## src/design/acld_pkg.sv

```systemverilog
// Shared types, constants and character helpers for the ASCII command line decoder.
// No dependencies; every other design file but acld_ram imports this package.
package acld_pkg;

    // Default line buffer capacity (one slot is reserved, so DEPTH = capacity - 1).
    localparam int LINE_CAPACITY_DEF = 32;

    // Field widths.
    localparam int CHAR_W    = 8;
    localparam int CMD_W     = 4;
    localparam int TURN_W    = 31;
    localparam int POS_W     = 10;
    localparam int TIMEOUT_W = 16;

    // Working widths of the number parser.
    localparam int INT_W  = 20;   // integer part, at most 1000009
    localparam int FRAC_W = 10;   // fraction part, at most 999
    localparam int MAG_W  = 30;   // integer * 1000 + fraction
    localparam int GVAL_W = 14;   // position * 10 + digit before the range check

    localparam logic [TIMEOUT_W-1:0] IDLE_TIMEOUT_RST = 16'd50;
    localparam logic [TIMEOUT_W-1:0] TICKS_MAX        = 16'hFFFF;

    localparam logic [INT_W-1:0]  INT_LIMIT  = 20'd100000;
    localparam logic [GVAL_W-1:0] POS_LIMIT  = 14'd1000;
    localparam logic [MAG_W-1:0]  MILLI      = 30'd1000;
    localparam logic [FRAC_W-1:0] FRAC_HUND  = 10'd100;
    localparam logic [FRAC_W-1:0] FRAC_TEN   = 10'd10;

    // Command codes.
    localparam logic [CMD_W-1:0] CMD_INVALID  = 4'd0;
    localparam logic [CMD_W-1:0] CMD_START    = 4'd1;
    localparam logic [CMD_W-1:0] CMD_STOP     = 4'd2;
    localparam logic [CMD_W-1:0] CMD_HOME     = 4'd3;
    localparam logic [CMD_W-1:0] CMD_CLEAR    = 4'd4;
    localparam logic [CMD_W-1:0] CMD_STATUS   = 4'd5;
    localparam logic [CMD_W-1:0] CMD_ZERO     = 4'd6;
    localparam logic [CMD_W-1:0] CMD_TURN     = 4'd7;
    localparam logic [CMD_W-1:0] CMD_POSITION = 4'd8;

    // Character codes.
    localparam logic [CHAR_W-1:0] CH_NUL   = 8'h00;
    localparam logic [CHAR_W-1:0] CH_TAB   = 8'h09;
    localparam logic [CHAR_W-1:0] CH_LF    = 8'h0A;
    localparam logic [CHAR_W-1:0] CH_CR    = 8'h0D;
    localparam logic [CHAR_W-1:0] CH_SPACE = 8'h20;
    localparam logic [CHAR_W-1:0] CH_PLUS  = 8'h2B;
    localparam logic [CHAR_W-1:0] CH_MINUS = 8'h2D;
    localparam logic [CHAR_W-1:0] CH_POINT = 8'h2E;
    localparam logic [CHAR_W-1:0] CH_ZERO  = 8'h30;
    localparam logic [CHAR_W-1:0] CH_NINE  = 8'h39;
    localparam logic [CHAR_W-1:0] CH_LC_C  = 8'h63;
    localparam logic [CHAR_W-1:0] CH_LC_G  = 8'h67;
    localparam logic [CHAR_W-1:0] CH_LC_H  = 8'h68;
    localparam logic [CHAR_W-1:0] CH_LC_P  = 8'h70;
    localparam logic [CHAR_W-1:0] CH_LC_Q  = 8'h71;
    localparam logic [CHAR_W-1:0] CH_LC_S  = 8'h73;
    localparam logic [CHAR_W-1:0] CH_LC_T  = 8'h74;
    localparam logic [CHAR_W-1:0] CH_LC_Z  = 8'h7A;
    localparam logic [CHAR_W-1:0] CASE_BIT = 8'h20;

    // Character stream from the sequencer to the parser.
    typedef struct packed {
        logic              start;
        logic              ch_vld;
        logic [CHAR_W-1:0] ch;
    } acld_feed_t;

    // Result of the parser back to the sequencer.
    typedef struct packed {
        logic                     done;
        logic [CMD_W-1:0]         cmd;
        logic signed [TURN_W-1:0] turn;
        logic [POS_W-1:0]         pos;
    } acld_res_t;

    function automatic logic is_space(input logic [CHAR_W-1:0] c);
        return (c == CH_SPACE) || (c == CH_TAB);
    endfunction

    function automatic logic is_digit(input logic [CHAR_W-1:0] c);
        return (c >= CH_ZERO) && (c <= CH_NINE);
    endfunction

    // Folds case and maps a single command letter to its code.
    function automatic logic [CMD_W-1:0] letter_code(input logic [CHAR_W-1:0] c);
        logic [CHAR_W-1:0] lc;
        logic [CMD_W-1:0]  code;
        lc = c | CASE_BIT;
        case (lc)
            CH_LC_P: code = CMD_START;
            CH_LC_S: code = CMD_STOP;
            CH_LC_H: code = CMD_HOME;
            CH_LC_C: code = CMD_CLEAR;
            CH_LC_Q: code = CMD_STATUS;
            CH_LC_Z: code = CMD_ZERO;
            default: code = CMD_INVALID;
        endcase
        return code;
    endfunction

endpackage

```

## src/design/ascii_command_line_decoder_core.sv

```systemverilog
// Top level of the ASCII command line decoder: request handling, line buffer
// and decode sequencing. Depends on acld_pkg, acld_ram and acld_parser.
//
// Usage: each input request carries req_type (0 = received byte in rx_byte,
// 1 = one millisecond tick) on a valid/ready channel. A result carries
// cmd_type, turn_target and position_target on a valid/ready channel.
// A command letter as the first byte of a line, or a byte that overflows the
// line buffer, gives its result in the cycle after the request. Other bytes are
// written to the line buffer RAM and give no result. CR, LF or an idle
// timeout (counted in ticks, set by cfg_we/cfg_wdata) ends a pending line;
// the line is then read back one character per cycle through the RAM's read
// port into the parser. The result is valid once the parser is done, and no
// request is taken meanwhile. The RAM read port sets the read-back rate.
// Results sit in an output register; a new request is taken while a result
// waits only if the receiver takes that result in the same cycle, so a
// stalled receiver stops the input side without losing anything.
// Reset clears the line length, the idle counter and the output valid flag and
// sets the timeout to 50 ticks; the RAM needs no clearing.
module ascii_command_line_decoder_core
    import acld_pkg::*;
#(
    parameter int LINE_CAPACITY = LINE_CAPACITY_DEF
) (
    input  logic                     clk,
    input  logic                     rst_n,
    input  logic                     in_valid,
    output logic                     in_ready,
    input  logic                     req_type,
    input  logic [CHAR_W-1:0]        rx_byte,
    output logic                     out_valid,
    input  logic                     out_ready,
    output logic [CMD_W-1:0]         cmd_type,
    output logic signed [TURN_W-1:0] turn_target,
    output logic [POS_W-1:0]         position_target,
    input  logic                     cfg_we,
    input  logic [TIMEOUT_W-1:0]     cfg_wdata
);

    localparam int DEPTH  = LINE_CAPACITY - 1;
    localparam int ADDR_W = $clog2(DEPTH);
    localparam int LEN_W  = $clog2(LINE_CAPACITY);

    typedef enum logic [1:0] {
        ST_IDLE   = 2'b01,
        ST_DECODE = 2'b10
    } acld_state_t;

    acld_state_t              state_reg, state_next;
    logic [LEN_W-1:0]         len_reg, len_next;
    logic [TIMEOUT_W-1:0]     ticks_reg, ticks_next;
    logic [TIMEOUT_W-1:0]     timeout_reg;
    logic [LEN_W-1:0]         rd_ptr_reg, rd_ptr_next;
    logic [LEN_W-1:0]         q_pos_reg, q_pos_next;
    logic                     q_vld_reg, q_vld_next;
    logic                     out_valid_reg, out_valid_next;
    logic [CMD_W-1:0]         cmd_reg, cmd_next;
    logic signed [TURN_W-1:0] turn_reg, turn_next;
    logic [POS_W-1:0]         pos_reg, pos_next;

    logic                     slot_free;
    logic                     in_fire;
    logic                     ram_we;
    logic                     ram_re;
    logic                     dec_start;
    logic [CHAR_W-1:0]        ram_q;
    logic [TIMEOUT_W-1:0]     ticks_inc;
    acld_feed_t               feed;
    acld_res_t                res;

    assign slot_free = !out_valid_reg || out_ready;
    assign in_ready  = (state_reg == ST_IDLE) && slot_free;
    assign in_fire   = in_valid && in_ready;
    assign ticks_inc = (ticks_reg != TICKS_MAX) ? ticks_reg + TIMEOUT_W'(1) : ticks_reg;

    // Line buffer.
    acld_ram #(
        .WIDTH (CHAR_W),
        .DEPTH (DEPTH)
    ) u_line_ram (
        .clk     (clk),
        .wr_en   (ram_we),
        .wr_addr (len_reg[ADDR_W-1:0]),
        .wr_data (rx_byte),
        .rd_en   (ram_re),
        .rd_addr (rd_ptr_reg[ADDR_W-1:0]),
        .rd_data (ram_q)
    );

    // Characters past the line length read as end of text.
    assign feed.start  = dec_start;
    assign feed.ch_vld = (state_reg == ST_DECODE) && q_vld_reg;
    assign feed.ch     = (q_pos_reg < len_reg) ? ram_q : CH_NUL;

    acld_parser u_parser (
        .clk   (clk),
        .rst_n (rst_n),
        .feed  (feed),
        .res   (res)
    );

    // Request handling and decode sequencing.
    always_comb
    begin
        logic start;
        logic emit;

        start          = 1'b0;
        emit           = 1'b0;
        state_next     = state_reg;
        len_next       = len_reg;
        ticks_next     = ticks_reg;
        rd_ptr_next    = rd_ptr_reg;
        q_pos_next     = q_pos_reg;
        q_vld_next     = q_vld_reg;
        cmd_next       = cmd_reg;
        turn_next      = turn_reg;
        pos_next       = pos_reg;
        ram_we         = 1'b0;
        ram_re         = 1'b0;

        case (state_reg)
            ST_IDLE:
            begin
                if (in_fire)
                begin
                    if (req_type)
                    begin
                        ticks_next = ticks_inc;
                        if ((len_reg != '0) && (ticks_inc >= timeout_reg))
                        begin
                            start = 1'b1;
                        end
                    end
                    else
                    begin
                        ticks_next = '0;
                        if ((rx_byte == CH_CR) || (rx_byte == CH_LF))
                        begin
                            start = (len_reg != '0);
                        end
                        else if ((len_reg == '0) && (letter_code(rx_byte) != CMD_INVALID))
                        begin
                            emit      = 1'b1;
                            cmd_next  = letter_code(rx_byte);
                            turn_next = '0;
                            pos_next  = '0;
                        end
                        else if (len_reg < LEN_W'(DEPTH))
                        begin
                            ram_we   = 1'b1;
                            len_next = len_reg + LEN_W'(1);
                        end
                        else
                        begin
                            len_next  = '0;
                            emit      = 1'b1;
                            cmd_next  = CMD_INVALID;
                            turn_next = '0;
                            pos_next  = '0;
                        end
                    end
                end
                if (start)
                begin
                    state_next  = ST_DECODE;
                    rd_ptr_next = '0;
                    q_vld_next  = 1'b0;
                end
            end
            ST_DECODE:
            begin
                if (res.done)
                begin
                    if (slot_free)
                    begin
                        emit       = 1'b1;
                        cmd_next   = res.cmd;
                        turn_next  = res.turn;
                        pos_next   = res.pos;
                        len_next   = '0;
                        state_next = ST_IDLE;
                    end
                end
                else
                begin
                    // Stream the stored line, one read per cycle.
                    ram_re     = 1'b1;
                    q_vld_next = 1'b1;
                    q_pos_next = rd_ptr_reg;
                    if (rd_ptr_reg != len_reg)
                    begin
                        rd_ptr_next = rd_ptr_reg + LEN_W'(1);
                    end
                end
            end
            default:
            begin
                state_next = ST_IDLE;
            end
        endcase

        dec_start = start;

        if (emit)
        begin
            out_valid_next = 1'b1;
        end
        else if (out_ready)
        begin
            out_valid_next = 1'b0;
        end
        else
        begin
            out_valid_next = out_valid_reg;
        end
    end

    // Control state.
    always_ff @(posedge clk or negedge rst_n)
    begin
        if (!rst_n)
        begin
            state_reg     <= ST_IDLE;
            len_reg       <= '0;
            ticks_reg     <= '0;
            timeout_reg   <= IDLE_TIMEOUT_RST;
            q_vld_reg     <= 1'b0;
            out_valid_reg <= 1'b0;
        end
        else
        begin
            state_reg     <= state_next;
            len_reg       <= len_next;
            ticks_reg     <= ticks_next;
            q_vld_reg     <= q_vld_next;
            out_valid_reg <= out_valid_next;
            if (cfg_we)
            begin
                timeout_reg <= cfg_wdata;
            end
        end
    end

    // Read pointers and result payload.
    always_ff @(posedge clk)
    begin
        rd_ptr_reg <= rd_ptr_next;
        q_pos_reg  <= q_pos_next;
        cmd_reg    <= cmd_next;
        turn_reg   <= turn_next;
        pos_reg    <= pos_next;
    end

    assign out_valid       = out_valid_reg;
    assign cmd_type        = cmd_reg;
    assign turn_target     = turn_reg;
    assign position_target = pos_reg;

endmodule

```

## src/design/acld_ram.sv

```systemverilog
// Generic simple dual-port RAM: one write port, one read port, registered read data.
// No dependencies.
module acld_ram #(
    parameter int WIDTH = 8,
    parameter int DEPTH = 31
) (
    input  logic                     clk,
    input  logic                     wr_en,
    input  logic [$clog2(DEPTH)-1:0] wr_addr,
    input  logic [WIDTH-1:0]         wr_data,
    input  logic                     rd_en,
    input  logic [$clog2(DEPTH)-1:0] rd_addr,
    output logic [WIDTH-1:0]         rd_data
);

    logic [WIDTH-1:0] mem [DEPTH];

    // Write and registered read.
    always_ff @(posedge clk)
    begin
        if (wr_en)
        begin
            mem[wr_addr] <= wr_data;
        end
        if (rd_en)
        begin
            rd_data <= mem[rd_addr];
        end
    end

endmodule

```

## src/design/acld_parser.sv

```systemverilog
// Character-serial line parser: consumes one stored character per cycle and
// produces the decoded command. Depends on acld_pkg.
module acld_parser
    import acld_pkg::*;
(
    input  logic       clk,
    input  logic       rst_n,
    input  acld_feed_t feed,
    output acld_res_t  res
);

    typedef enum logic [11:0] {
        PS_LEAD   = 12'b0000_0000_0001,
        PS_LETTER = 12'b0000_0000_0010,
        PS_TLEAD  = 12'b0000_0000_0100,
        PS_TINT   = 12'b0000_0000_1000,
        PS_TFRAC  = 12'b0000_0001_0000,
        PS_TTAIL  = 12'b0000_0010_0000,
        PS_GLEAD  = 12'b0000_0100_0000,
        PS_GDIG   = 12'b0000_1000_0000,
        PS_GTAIL  = 12'b0001_0000_0000,
        PS_MAG    = 12'b0010_0000_0000,
        PS_SIGN   = 12'b0100_0000_0000,
        PS_DONE   = 12'b1000_0000_0000
    } acld_pstate_t;

    acld_pstate_t             state_reg, state_next;
    logic [CMD_W-1:0]         cmd_reg, cmd_next;
    logic signed [TURN_W-1:0] turn_reg, turn_next;
    logic [POS_W-1:0]         pos_reg, pos_next;
    logic                     neg_reg, neg_next;
    logic                     dig_reg, dig_next;
    logic                     point_reg, point_next;
    logic [INT_W-1:0]         int_reg, int_next;
    logic [FRAC_W-1:0]        frac_reg, frac_next;
    logic [1:0]               fcnt_reg, fcnt_next;
    logic [MAG_W-1:0]         mag_reg, mag_next;

    // Next state and accumulators.
    always_comb
    begin
        logic [CHAR_W-1:0]  c;
        logic [3:0]         d;
        logic               sp, dg;
        logic               do_int, do_frac, do_tail, do_gdig, do_gtail;
        logic [INT_W+3:0]   int_wide;
        logic [GVAL_W-1:0]  gv_wide;
        logic [TURN_W-1:0]  mag_ext;

        c        = feed.ch;
        d        = c[3:0];
        sp       = is_space(c);
        dg       = is_digit(c);
        int_wide = (INT_W+4)'(int_reg) * (INT_W+4)'(10) + (INT_W+4)'(d);
        gv_wide  = GVAL_W'(pos_reg) * GVAL_W'(10) + GVAL_W'(d);
        mag_ext  = {1'b0, mag_reg};

        do_int   = ((state_reg == PS_TLEAD) && !sp && (c != CH_MINUS) && (c != CH_PLUS))
                   || (state_reg == PS_TINT);
        do_frac  = (state_reg == PS_TFRAC);
        do_tail  = (do_int && !dg && (c != CH_POINT)) || (do_frac && !dg)
                   || (state_reg == PS_TTAIL);
        do_gdig  = ((state_reg == PS_GLEAD) && !sp) || (state_reg == PS_GDIG);
        do_gtail = (do_gdig && !dg) || (state_reg == PS_GTAIL);

        state_next = state_reg;
        cmd_next   = cmd_reg;
        turn_next  = turn_reg;
        pos_next   = pos_reg;
        neg_next   = neg_reg;
        dig_next   = dig_reg;
        point_next = point_reg;
        int_next   = int_reg;
        frac_next  = frac_reg;
        fcnt_next  = fcnt_reg;
        mag_next   = mag_reg;

        if (feed.start)
        begin
            state_next = PS_LEAD;
            cmd_next   = CMD_INVALID;
            turn_next  = '0;
            pos_next   = '0;
            neg_next   = 1'b0;
            dig_next   = 1'b0;
            point_next = 1'b0;
            int_next   = '0;
            frac_next  = '0;
            fcnt_next  = '0;
        end
        else
        begin
            case (state_reg)
                PS_MAG:
                begin
                    if (point_reg)
                    begin
                        mag_next = MAG_W'(int_reg) * MILLI + MAG_W'(frac_reg);
                    end
                    else
                    begin
                        mag_next = MAG_W'(int_reg);
                    end
                    state_next = PS_SIGN;
                end
                PS_SIGN:
                begin
                    turn_next  = neg_reg ? -$signed(mag_ext) : $signed(mag_ext);
                    cmd_next   = CMD_TURN;
                    state_next = PS_DONE;
                end
                PS_DONE:
                begin
                    state_next = PS_DONE;
                end
                default:
                begin
                    if (feed.ch_vld)
                    begin
                        // Leading blanks, then the command letter.
                        if (state_reg == PS_LEAD)
                        begin
                            if (!sp)
                            begin
                                if (letter_code(c) != CMD_INVALID)
                                begin
                                    cmd_next   = letter_code(c);
                                    state_next = PS_LETTER;
                                end
                                else if ((c | CASE_BIT) == CH_LC_T)
                                begin
                                    state_next = PS_TLEAD;
                                end
                                else if ((c | CASE_BIT) == CH_LC_G)
                                begin
                                    state_next = PS_GLEAD;
                                end
                                else
                                begin
                                    state_next = PS_DONE;
                                end
                            end
                        end

                        // A single letter must end the text.
                        if (state_reg == PS_LETTER)
                        begin
                            if (c != CH_NUL)
                            begin
                                cmd_next = CMD_INVALID;
                            end
                            state_next = PS_DONE;
                        end

                        // Turn value: blanks, optional sign, digits, fraction, blanks.
                        if ((state_reg == PS_TLEAD) && !sp
                            && ((c == CH_MINUS) || (c == CH_PLUS)))
                        begin
                            neg_next   = (c == CH_MINUS);
                            state_next = PS_TINT;
                        end
                        if (do_int && dg)
                        begin
                            dig_next = 1'b1;
                            if (int_reg <= INT_LIMIT)
                            begin
                                int_next = int_wide[INT_W-1:0];
                            end
                            state_next = PS_TINT;
                        end
                        if (do_int && (c == CH_POINT))
                        begin
                            point_next = 1'b1;
                            state_next = PS_TFRAC;
                        end
                        if (do_frac && dg)
                        begin
                            dig_next = 1'b1;
                            case (fcnt_reg)
                                2'd0:    frac_next = frac_reg + FRAC_W'(d) * FRAC_HUND;
                                2'd1:    frac_next = frac_reg + FRAC_W'(d) * FRAC_TEN;
                                2'd2:    frac_next = frac_reg + FRAC_W'(d);
                                default: frac_next = frac_reg;
                            endcase
                            if (fcnt_reg != 2'd3)
                            begin
                                fcnt_next = fcnt_reg + 2'd1;
                            end
                        end
                        if (do_tail)
                        begin
                            if (sp)
                            begin
                                state_next = PS_TTAIL;
                            end
                            else if ((c == CH_NUL) && dig_reg)
                            begin
                                state_next = PS_MAG;
                            end
                            else
                            begin
                                state_next = PS_DONE;
                            end
                        end

                        // Position value: blanks, digits up to 1000, blanks.
                        if (do_gdig && dg)
                        begin
                            dig_next = 1'b1;
                            if (gv_wide > POS_LIMIT)
                            begin
                                pos_next   = '0;
                                state_next = PS_DONE;
                            end
                            else
                            begin
                                pos_next   = gv_wide[POS_W-1:0];
                                state_next = PS_GDIG;
                            end
                        end
                        if (do_gtail)
                        begin
                            if (sp)
                            begin
                                state_next = PS_GTAIL;
                            end
                            else if ((c == CH_NUL) && dig_reg)
                            begin
                                cmd_next   = CMD_POSITION;
                                state_next = PS_DONE;
                            end
                            else
                            begin
                                pos_next   = '0;
                                state_next = PS_DONE;
                            end
                        end
                    end
                end
            endcase
        end
    end

    // Control state.
    always_ff @(posedge clk or negedge rst_n)
    begin
        if (!rst_n)
        begin
            state_reg <= PS_DONE;
        end
        else
        begin
            state_reg <= state_next;
        end
    end

    // Working and result registers.
    always_ff @(posedge clk)
    begin
        cmd_reg   <= cmd_next;
        turn_reg  <= turn_next;
        pos_reg   <= pos_next;
        neg_reg   <= neg_next;
        dig_reg   <= dig_next;
        point_reg <= point_next;
        int_reg   <= int_next;
        frac_reg  <= frac_next;
        fcnt_reg  <= fcnt_next;
        mag_reg   <= mag_next;
    end

    assign res.done = (state_reg == PS_DONE);
    assign res.cmd  = cmd_reg;
    assign res.turn = turn_reg;
    assign res.pos  = pos_reg;

endmodule

```

## config.mk

```make
export PLATFORM = sky130hd
export DESIGN_NAME = ascii_command_line_decoder_core
export DESIGN_NICKNAME = d
export VERILOG_FILES = /design/src/design/acld_pkg.sv /design/src/design/ascii_command_line_decoder_core.sv /design/src/design/acld_ram.sv /design/src/design/acld_parser.sv
export SDC_FILE = /design/constraint.sdc
export NUM_CORES = 1
export LEC_CHECK = 0
export BUFFER_PORTS_ARGS = -buffer_cell sky130_fd_sc_hd__clkbuf_2
export CORE_UTILIZATION = 56
export CTS_BUF_LIST = sky130_fd_sc_hd__clkbuf_8 sky130_fd_sc_hd__clkbuf_16
export DETAILED_ROUTE_END_ITERATION = 6
export PLACE_DENSITY_LB_ADDON = 0.25
export SYNTH_ARGS = -nofsm -noshare
export SYNTH_HDL_FRONTEND = slang
export SYNTH_HIERARCHICAL = 1
export SYNTH_SLANG_ARGS = --single-unit
```

## constraint.sdc

```tcl
create_clock -name clk -period 5.31 [get_ports clk]
set_input_delay 1.062 -clock clk [delete_from_list [all_inputs] [get_ports clk]]
set_output_delay 1.062 -clock clk [all_outputs]
set_load 0.005 [all_outputs]
```

# After elaboration in Yosys (flattened, before gate mapping)
# Memory sizes are Yosys's and may differ from the RTL's. A register that Yosys moved wholly into a read port is not among the register bits.
# Index checks and enable logic that the tools add are counted.
# totals
ff_bits	218
mem_bits_rw	248
inputBits	30
out_inout_bits	47
elab_cells	294
mem_count	1
# op_classes
addsub	11
n_mul	5
n_lt_le_gt_ge	7
n_eq_ne	54
n_mux	123
bitwise	4
reduce_logical	66
# memory_table
memory	depth	word_bits	rd	rd_ports_with_merged_regs	write_ports	line	source
u_line_ram.mem	31	8	1	1	1	acld_ram.sv:16	logic [WIDTH-1:0] mem [DEPTH];
# ops
operator	n
$mux 31	8
$mux 12	18
$mux 10	12
$mux 4	25
$eq 7x6->1 const B	14
$pmux 31 s2	1
$mux 5	10
$pmux 3 s6	2
$eq 8x6->1 const B	4
$mux 16	2
$neg 30->31	1
$add 30x10->30	1
$mux 1	30
$pmux 10 s3	1
$mul 20x7->27 const B	1
$eq 8x4->1 const B	3
$ne 8x6->1 const B	3
$pmux 12 s2	1
$add 20x4->20	1
$le 20x17->1 const B	1
$logic_and 1x1->1	20
$mul 20x3->19 const B	1
$mux 20	1
$pmux 10 s2	1
other kinds (60)	108

# Logic depth before layout (Yosys ltp)
# Gate-level depths: netlist of the first run.
# logic_depth
word_depth	24
mapped_depth	20
depth_no_buf	19

# Modules after synthesis
# The synthesis of the first run kept the hierarchy.
# modules_own_cells
module	n_inst	cells_each	area_per_inst_um2	seq_area_each_um2
acld_parser	1	1604	13773.2	2803.9
acld_ram	1	561	10189.8	7687.4
ascii_command_line_decoder_core	1	495	5286.3	2682.6

# Worst setup path after synthesis of the first run
# No wires, ideal clock.
# synth_path
path_kind	register to register
start	register u_parser.int_reg[1]
end	register u_parser.mag_reg[26], data pin
setup_time_ns	0.150
t_arrival_ns	5.291
t_required_ns	5.160
setup_slack_ns	-0.131
path_stages_with_launch	17
path_buffers	1
synth_period_minus_slack_ns	5.441
path_cell_list	dfxtp_1 inv_1 fa_1 fa_1 fa_1 fa_1 inv_1 ha_1 buf_4 inv_1 or4_1 a211oi_1 nor3b_1 or3b_1 or4_1 or3_1 a21oi_1
# synth_via
elab_chain_len	2
# synth_lines
element	line	source
from (decl)	acld_parser.sv:34	logic [INT_W-1:0] int_reg, int_next;
from (signal assigned)	acld_parser.sv:266	int_reg <= int_next;
$mul 20x7->27	acld_parser.sv:98	mag_next = MAG_W'(int_reg) * MILLI + MAG_W'(frac_reg);
$add 30x10->30	acld_parser.sv:98	
to (signal assigned)	acld_parser.sv:269	mag_reg <= mag_next;
to (decl)	acld_parser.sv:37	logic [MAG_W-1:0] mag_reg, mag_next;
# No other way between the ends.
# A chain may end at the register's enable or synchronous reset.

# Worst setup path in the final report of the first run
# layout_path
start	register u_parser.int_reg[4]
end	register u_parser.mag_reg[26], data pin
# Same word-level chain as after synthesis.

==> results of run 1 <==
==> per-stage QoR <==
| stage | power [mW] | cells | setup TNS, ps |
|---|---|---|---|
| after CTS | 12.0 | 3537 | 0 |
| after detailed placement | 8.33 | 3442 | -177 |
| after global routing | 12.7 | 3542 | -159 |
| after floorplan | 7.13 | 2660 | -16.3 |
| after global placement | 8.22 | 3442 | -25.1 |
| final | 12.1 | 3542 | 0 |
==> cells in the final DEF, fill, tap and decap left out, drive strengths merged, types with 30 or more instances in the layout <==
cell type	netlist	routed
mux2i	101	101
ha	199	199
xor2	64	64
dfrtp	48	48
nor2b	40	40
inv	194	204
o21ai	128	128
clkbuf	59	127
buf	42	134
nand2	181	181
a22oi	30	30
nand3	62	62
a211oi	71	71
dfxtp	80	80
a21oi	111	111
nor2	198	198
nor3	42	42
fa	80	80
edfxtp	341	341
and2	62	62
xnor2	69	69
==> how the worst min path moves through the flow <==
stage | start | end | slack [ps] | depth (start not counted)
6_report | u_parser/turn_reg[17] | u_parser/turn_reg[17] | 470 | 2
5_1_grt | u_parser/turn_reg[30] | u_parser/turn_reg[30] | 490 | 2
4_1_cts | u_parser/turn_reg[17] | u_parser/turn_reg[17] | 470 | 2
3_5_place_dp | u_parser/turn_reg[17] | u_parser/turn_reg[17] | 460 | 2
3_3_place_gp | u_parser/turn_reg[20] | u_parser/turn_reg[20] | 440 | 2
2_1_floorplan | u_parser/turn_reg[17] | u_parser/turn_reg[17] | 430 | 2
==> power by group <==
| part | internal [mW] | switching (mW) | total [mW] | leakage, nW |
|---|---|---|---|---|
| Sequential | 4.23 | 0.179 | 4.41 | 4.41 |
| Clock | 2.15 | 1.54 | 3.69 | 0.860 |
| Combinational | 1.62 | 2.40 | 4.02 | 7.73 |
==> kinds of logic (layout without fill, tap and decap cells) <==
group                    after synthesis  after routing  share of synthesized area
adder cells (fa/ha/maj)              279            279                      0.140
flip-flops                           474            474                      0.450
AO/OA/AOI/OAI                        565            565                      0.134
XOR/XNOR                             133            133                     0.0398
multiplexers                         135            135                     0.0552
AND/OR/NAND/NOR                      777            777                      0.136
buffers and inverters                297            499                     0.0443
==> cell usage after synthesis, types with 40 or more instances <==
cell,number
o21ai_0,121
a211oi_1,66
dfrtp_1,48
clkbuf_1,58
edfxtp_1,341
fa_1,80
xnor2_1,69
mux2i_1,101
xor2_1,64
nor3_1,40
a21oi_1,110
nand3_1,61
nor2_1,198
nand2_1,181
dfxtp_1,80
ha_1,199
and2_1,62
inv_1,194
==> worst register-to-register path, delay by kind of cell, from the launching register on <==
| kind | cells | cell delay (ps) |
|---|---|---|
| adders and majority gates | 5 | 2390 |
| AOI/OAI and AO/OA | 4 | 920 |
| and+or+nand+nor | 4 | 1160 |
| buffers and inverters | 3 | 260 |
| DFF | 1 | 340 |
==> routing by layer <==
layer	vias up	GRT usage
met2	607	0.469
met4	0	0.0760
met1	10500	0.357
li1	10100	-
met5	-	0
met3	106	0.0369
==> what timing repair did <==
| item | CTS | global route |
|---|---|---|
| setup buffers | 1 | 5 |
| setup endpoints to repair | 4 | 18 |
| pin swaps | 1 | 32 |
| gates cloned | 0 | 0 |
| hold buffers | 0 | 0 |
| hold endpoints to repair | 0 | 0 |
| gates resized for setup | 9 | 63 |
==> area by class of cell <==
cell class,count,share of cell area
multi-input cells,1889,0.457
flip-flops and latches,474,0.399
repair buffers,210,0.0427
clock buffers,51,0.0383
well taps,680,0.0258
inverters,195,0.0222
clock inverters,43,0.0149
==> metrics, run 1 <==
run status=completed; Worst Skew=27.6 ps; Root Buffer=clkbuf_16; H-tree level count=2; CP Depth=16; first-pass GRT wire length=115 mm; largest net degree at the start of global routing=84; total track usage=0.272; worst path arrival time=5640 ps; grt ovf=0; Slew Viols, Final=0; Layout area overhead=12.9%; final-report setup violation count=0; clk sinks=474; final WL=71.7 mm; dpl ws=-121 ps; total CTS buffers=50; fmax=193 MHz; n_diodes=0; crit path kind=reg -> reg; synthesized area=29200 um^2; Reg clk slew, reported paths=60 ps; Critical Path Start Type=register; post-synth top area share=0.350; Synth Flop Type=edfxtp_1; Synth Register Bits=474; Slew headroom=0.238; routed wl met2=35.8 mm; WL met1=30.4 mm; worst path required time=5760 ps; R2R cell count=16; I/O pins=77; vias per cell=6.01; CP Capture Type=register; Yosys cell types=114; Nets=3129; Yosys warning count=6; initial antenna violation count=1; Filler cells=4005; Most common cell on crit path=fa_1; met3 WL=3.75 mm; Worst-Margin Slew=1140 ps; Antenna Nets Post-Route=0; CP max-delay cell=fa_1; Crit. Startpoint=u_parser/int_reg[4]; RSZ-0062 raised after global routing=yes; mean post-synth cell area=11.0 um^2; area of the multi-input gates=15100 um^2; Max Used Layer=met4; routed vias=21300; CP cell instances=inv_2 -> fa_1 -> fa_1 -> fa_1 -> fa_1 -> inv_1 -> ha_2 -> buf_4 -> and2_4 -> nand3_2 -> a21boi_4 -> a211oi_1 -> a311o_1 -> or4_4 -> or3_1 -> a21oi_1; syn nets=2969; die span in y=231 um; Worst Hold Class=reg -> reg; vias in the first global route=21400; EDFF count, synth=341; Starting Density=0.568; Setup crit end=u_parser/mag_reg[26]; Largest register FFs=248; FFs w/ async S/R, synth=0.112; drt pass-1 iters=7; Final Worst Setup Slack=115 ps; period utilization=0.978; leak pwr=13.0 nW; Die X=231 um; FF+latch area=13200 um^2; synthesized instance count=2660; CP Max Fanout=7; WHS=470 ps; CP max stage delay=580 ps; Worst-Skew Late Latency=600 ps; GPL Wtd Cong=0.918; Finished Cell Area=33000 um^2; DR iter-0 viols=1665; register area share after synthesis=0.450; reg2reg setup slack=120 ps; Critical R2R Launch=u_parser/int_reg[4]; CTS tree=yes; post-layout min period=5190 ps; DIE AREA=53100 um^2; row count=83; # DRC=0; IO buf count=76; DP Area=30900 um^2; layout cell share with drive strength beyond 1=0.155; CTS max path bufs=3; total of max-cap violations=0; Crit path max-delay family=adder cells; Synth area leader=edfxtp_1; Final Util=0.641; CORE AREA=51500 um^2; HPWL after detailed placement=52.3 mm; wire per inst=20.2 um; Area contributors post-synth=edfxtp_1 35%, ha_1 8.5%, dfxtp_1 5.5%, fa_1 5.5%, dfrtp_1 4.1%; buffers plus inverters on the worst setup path=3; Power Density=367 nW/um^2; endpoints failing hold=0; RR Endpoint=u_parser/mag_reg[26]; Max rail drop VDD=0.000256 V
(Power assumes the default switching activity.)
==> inputs of run 2 (changes only) <==
==> constraint.sdc (replaced) <==
create_clock -name clk -period 5.31 [get_ports clk]
set_input_delay 0.2655 -clock clk [delete_from_list [all_inputs] [get_ports clk]]
set_output_delay 0.2655 -clock clk [all_outputs]
set_load 0.005 [all_outputs]
==> run 2 against run 1 <==
Clock skew shrank 8.3 ps. Highest routed layer unchanged. Maximum frequency is 0.48% higher. Combinational power decreased by 1%.
==> metrics, run 2 (synthesized netlist as in run 1, its figures left out) <==
GPL Wtd Cong=0.915; DR iter-0 viols=1482; wire per inst=19.8 um; HPWL after detailed placement=50.7 mm; CTS max path bufs=3; row count=83; Worst-Margin Slew=1080 ps; Root Buffer=clkbuf_16; FF+latch area=13200 um^2; worst path arrival time=5500 ps; commonest non-fill, non-tap cell in the layout=edfxtp_1; routed vias=21100; CTS tree=yes; DP Area=30800 um^2; vias in the first global route=21100; initial antenna violation count=1; Worst Hold Class=in -> reg; total of max-cap violations=0; Layout area overhead=12.3%; Filler cells=4072; Starting Density=0.568; endpoints failing hold=0; fmax=193 MHz; WHS=109 ps; Critical Path Start Type=register; layout cell share with drive strength beyond 1=0.147; area of the multi-input gates=15100 um^2; CP Max Fanout=5; DIE AREA=53100 um^2; IO buf count=76; die span in y=231 um; most frequent cells in the layout=341 x edfxtp_1, 197 x nor2_1, 196 x inv_1; total CTS buffers=48; total track usage=0.263; I/O pins=77; final-report setup violation count=0; GR Layer Usage met3=0.0405; Antenna Nets Post-Route=0; crit path kind=reg -> reg; vias per cell=5.98; Nets=3123; Max rail drop VDD=0.000236 V; H-tree level count=2; first-pass GRT wire length=111 mm; period utilization=0.974; leak pwr=12.9 nW; worst path required time=5640 ps; final WL=69.8 mm; CP Capture Type=register; busiest grt layer=met2; Slew headroom=0.280; Worst-Skew Late Latency=580 ps; grt met2 use=0.458; Finished Cell Area=32800 um^2; drt pass-1 iters=5; Largest register FFs=248; reg2reg setup slack=140 ps; run status=completed; # DRC=0; clk sinks=474; grt met1 use=0.338; n_diodes=0; grt ovf=0; CORE AREA=51500 um^2; largest net degree at the start of global routing=84; post-layout min period=5170 ps; Worst Skew=19.2 ps; Reg clk slew, reported paths=60 ps; Die X=231 um; Power Density=355 nW/um^2; Slew Viols, Final=0
[run 2: cell count changes in the layout (fill, tap and decap cells not counted), sizes merged]
cell	previous run	this run
bufinv	8	2
inv	204	207
buf	134	113
clkinv	20	16
dlygate4sd3	0	17
clkinvlp	6	5
clkbuf	127	129
[run 2: path summary, 6_finish.rpt]
path                                        from               endpoint  cells after the start
hold / removal                          req_type           ticks_reg[2]                      2
min in group asynchronous                  rst_n           ticks_reg[2]                      2
setup reg to reg             u_parser/int_reg[2]   u_parser/mag_reg[22]                     16
max in group asynchronous                  rst_n           state_reg[0]                      3
hold reg to reg            u_parser/turn_reg[30]  u_parser/turn_reg[30]                      2
setup / recovery             u_parser/int_reg[2]   u_parser/mag_reg[22]                     16
[run 2: through the flow]
step                      utilization  setup TNS, ps  power (mW)  cells  worst slack [ps]
after floorplan                     -          -16.3        7.13   2660             -16.3
after global placement          0.597          -10.5        8.15   3420             -10.1
after detailed placement        0.597           -324        8.27   3420             -91.0
after CTS                       0.631              0        11.5   3525              1.26
after global routing            0.637           -146        12.3   3532             -77.1
final                           0.637              0        11.6   3532               140
[run 2: what timing repair did]
action	in CTS	in global routing
pin swaps	1	34
endpoints found under the hold margin	41	0
buffers inserted	0	7
gates resized for setup	4	73
endpoints found under the setup margin	7	13
hold buffers	17	0
[run 2: critical path, cell delays in order, from the launching register on]
cell and delay, ps:
dfxtp_4 360, inv_2 60, fa_1 550, fa_1 430
fa_1 480, fa_1 510, inv_1 60, ha_4 270
inv_1 40, or4_4 500, a211oi_2 230, nor3b_2 90
or3b_4 410, nand4b_1 340, nor4_2 370, xnor2_1 160
nor2_1 60
[run 2: cell type report]
cell class,count,share of cell area
inverters,195,0.0224
well taps,680,0.0259
flip-flops and latches,474,0.401
clock buffers,53,0.0394
multi-input cells,1889,0.460
clock inverters,35,0.00766
repair buffers,206,0.0432
[run 2: layer usage]
metal | vias up | wire (um) | part of all wire
li1 | 10100 | - | -
met3 | 113 | 3770 | 0.054
met5 | - | 0 | 0
met4 | 0 | 1920 | 0.028
met2 | 579 | 34800 | 0.50
met1 | 10400 | 29300 | 0.42
[run 2: report_power, final]
group	switching (mW)	internal, mW	total, mW
Clock	1.40	1.85	3.25
Sequential	0.196	4.23	4.43
Combinational	2.35	1.62	3.96
Total	3.95	7.70	11.6
==> inputs of run 3 (changes only) <==
ABC_AREA = 1   (was not set)
CORE_MARGIN = 4   (was not set)
==> run 3 against run 2 <==
Via count increased by 15%. Combinational power decreased by 3%. Clock skew increased by 34 ps. Cell count increased by 28%. Critical endpoint is now u_parser/mag_reg[27]. Largest cell class unchanged. Largest power group unchanged.
==> metrics, run 3 <==
run status=completed; IO buf count=76; EDFF count, synth=341; Layout area overhead=9.48%; Starting Density=0.568; DIE AREA=58500 um^2; syn nets=3992; routed vias=24300; post-synth top area share=0.335; CP Capture Type=register; fmax=199 MHz; final WL=72.8 mm; Critical R2R Launch=u_parser/int_reg[7]; row count=85; # DRC=0; initial antenna violation count=1; Largest register FFs=248; Final Worst Setup Slack=284 ps; hold depth=4; vias per cell=5.40; CTS tree=yes; post-layout min period=5030 ps; register area share after synthesis=0.430; period utilization=0.946; synthesized instance count=3683; Reg clk slew, reported paths=60 ps; Worst Hold Class=in -> reg; clk sinks=474; R2R cell count=21; non-filler cells in the finished layout=4510; Worst Hold Path EP=ticks_reg[15]; reg2reg setup slack=280 ps; Power Density=354 nW/um^2; Synth area leader=edfxtp_1; n_diodes=0; die span in y=242 um; RSZ-0062 raised after global routing=no; hold path startpoint=in_valid; Yosys cell types=70; Critical Path Start Type=register; total of max-cap violations=0; synth cell count leaders=1028 x nand2_1, 505 x inv_1, 363 x nand3_1; Root Buffer=clkbuf_16; Antenna Nets Post-Route=0; CTS max path bufs=3; I/O pins=77; layout cell share with drive strength beyond 1=0.0818; Worst-Margin Slew=1060 ps; total CTS buffers=50; wire per inst=16.1 um; H-tree level count=2; Synth Flop Type=edfxtp_1; grt ovf=0; Worst-Skew Late Latency=640 ps; Worst Skew=53.0 ps; GPL Wtd Cong=0.921; Synth Register Bits=474; mean post-synth cell area=8.31 um^2; Die X=242 um; Slew headroom=0.289; most frequent cells in the layout=1028 x nand2_1, 513 x inv_1, 363 x nand3_1; Nets=4083; Area contributors post-synth=edfxtp_1 33%, nand2_1 13%, ha_1 8.1%, inv_1 6.2%, nand3_1 5.9%; RR Endpoint=u_parser/mag_reg[27]; Max rail drop VDD=0.000237 V; first-pass GRT wire length=118 mm; largest net degree at the start of global routing=99; HPWL after detailed placement=52.3 mm; dpl ws=154 ps; Slew Viols, Final=0; worst path arrival time=5400 ps; cell with the most instances after synthesis=nand2_1; Yosys warning count=6; endpoints failing hold=0; crit path kind=reg -> reg; total track usage=0.245; vias in the first global route=22800; final-report setup violation count=0; FFs w/ async S/R, synth=0.112; commonest non-fill, non-tap cell in the layout=nand2_1; dpl cells=4397; CORE AREA=53900 um^2; synthesized area=30600 um^2; worst path required time=5690 ps; Fin Setup TNS=0 ps; CP Max Fanout=7; DR iter-0 viols=2106; leak pwr=15.4 nW; drt pass-1 iters=6
run 3: cell types whose count changed in the layout (fill, tap and decap cells not counted), sizes merged, moves of 58 or more:
cell,before,now
nand2,181,1048
buf,113,45
nand3,62,375
nor2,198,276
and2,62,4
a211oi,71,5
mux2i,101,0
inv,207,530
run 3: critical path, stage by stage, from the launching register on:
cell     delay (ps)
dfxtp_1         470
inv_1           230
fa_1            610
fa_1            440
fa_1            490
fa_1            510
inv_1            40
ha_1            370
nand2_2         140
inv_1            60
a21oi_2         200
nor2_1           90
nor2_1          140
nand2_1          70
nand2_1          60
nand2_1         160
nor3_4          240
inv_1           110
nor2_4          180
nand4_1         110
nand2_1          70
nor2_1           40
run 3: kinds of logic (layout without fill, tap and decap cells):
| family | Yosys count | in the layout | share of synthesized area |
|---|---|---|---|
| AND/OR/NAND/NOR | 1839 | 1839 | 0.262 |
| buffers and inverters | 627 | 758 | 0.0807 |
| flip-flops | 474 | 474 | 0.430 |
| AO/OA/AOI/OAI | 380 | 380 | 0.0684 |
| adder cells (fa/ha/maj) | 279 | 279 | 0.134 |
| XOR/XNOR | 83 | 83 | 0.0242 |
| multiplexers | 1 | 1 | 0.000368 |
run 3: how the worst max path moves through the flow:
| stage | depth (start not counted) | endpoint | start | slack (ps) |
|---|---|---|---|---|
| 2_1_floorplan | 21 | u_parser/mag_reg[24] | u_parser/int_reg[1] | 590 |
| 3_3_place_gp | 22 | u_parser/mag_reg[29] | u_parser/int_reg[12] | 240 |
| 3_5_place_dp | 21 | u_parser/mag_reg[24] | u_parser/int_reg[2] | 150 |
| 4_1_cts | 22 | u_parser/mag_reg[29] | u_parser/int_reg[12] | 170 |
| 5_1_grt | 22 | u_parser/mag_reg[29] | u_parser/int_reg[12] | 0.5 |
| 6_report | 21 | u_parser/mag_reg[27] | u_parser/int_reg[7] | 280 |
run 3: final cells by class:
class | count | area [um^2]
Fill cell | 4557 | 20400
Multi-Input combinational cell | 2582 | 15000
Sequential cell | 474 | 13200
Inverter | 524 | 1980
Clock buffer | 50 | 1250
Timing Repair Buffer | 142 | 928
Tap cell | 696 | 871
Clock inverter | 42 | 314
run 3: routing by layer:
layer	routed length, um	global-route usage	up-vias
met5	0	0	-
met4	1500	0.0596	0
met3	5000	0.0425	102
met2	32200	0.386	686
met1	34100	0.357	11300
li1	-	-	12300
run 3: repair_timing:
action	CTS	global route
endpoints found under the hold margin	71	0
hold buffers	21	0
setup buffers	0	0
resized for setup	0	14
endpoints found under the setup margin	0	12
run 3: through the flow:
step	hold slack, ps	util	cell area, um^2	power [mW]
final	57.9	0.621	33500	11.9
after global routing	66.9	0.621	33500	12.7
after CTS	36.4	0.621	33500	11.9
after detailed placement	436	0.588	31700	8.57
after global placement	433	0.588	31700	8.51
after floorplan	-30.1	-	30600	7.53
run 3: report_power, final:
group / switching [mW] / leakage, nW / internal, mW
Clock: 1.51 / 0.791 / 1.79
Sequential: 0.351 / 4.45 / 4.38
Combinational: 2.58 / 10.2 / 1.26
Total: 4.44 / 15.4 / 7.43
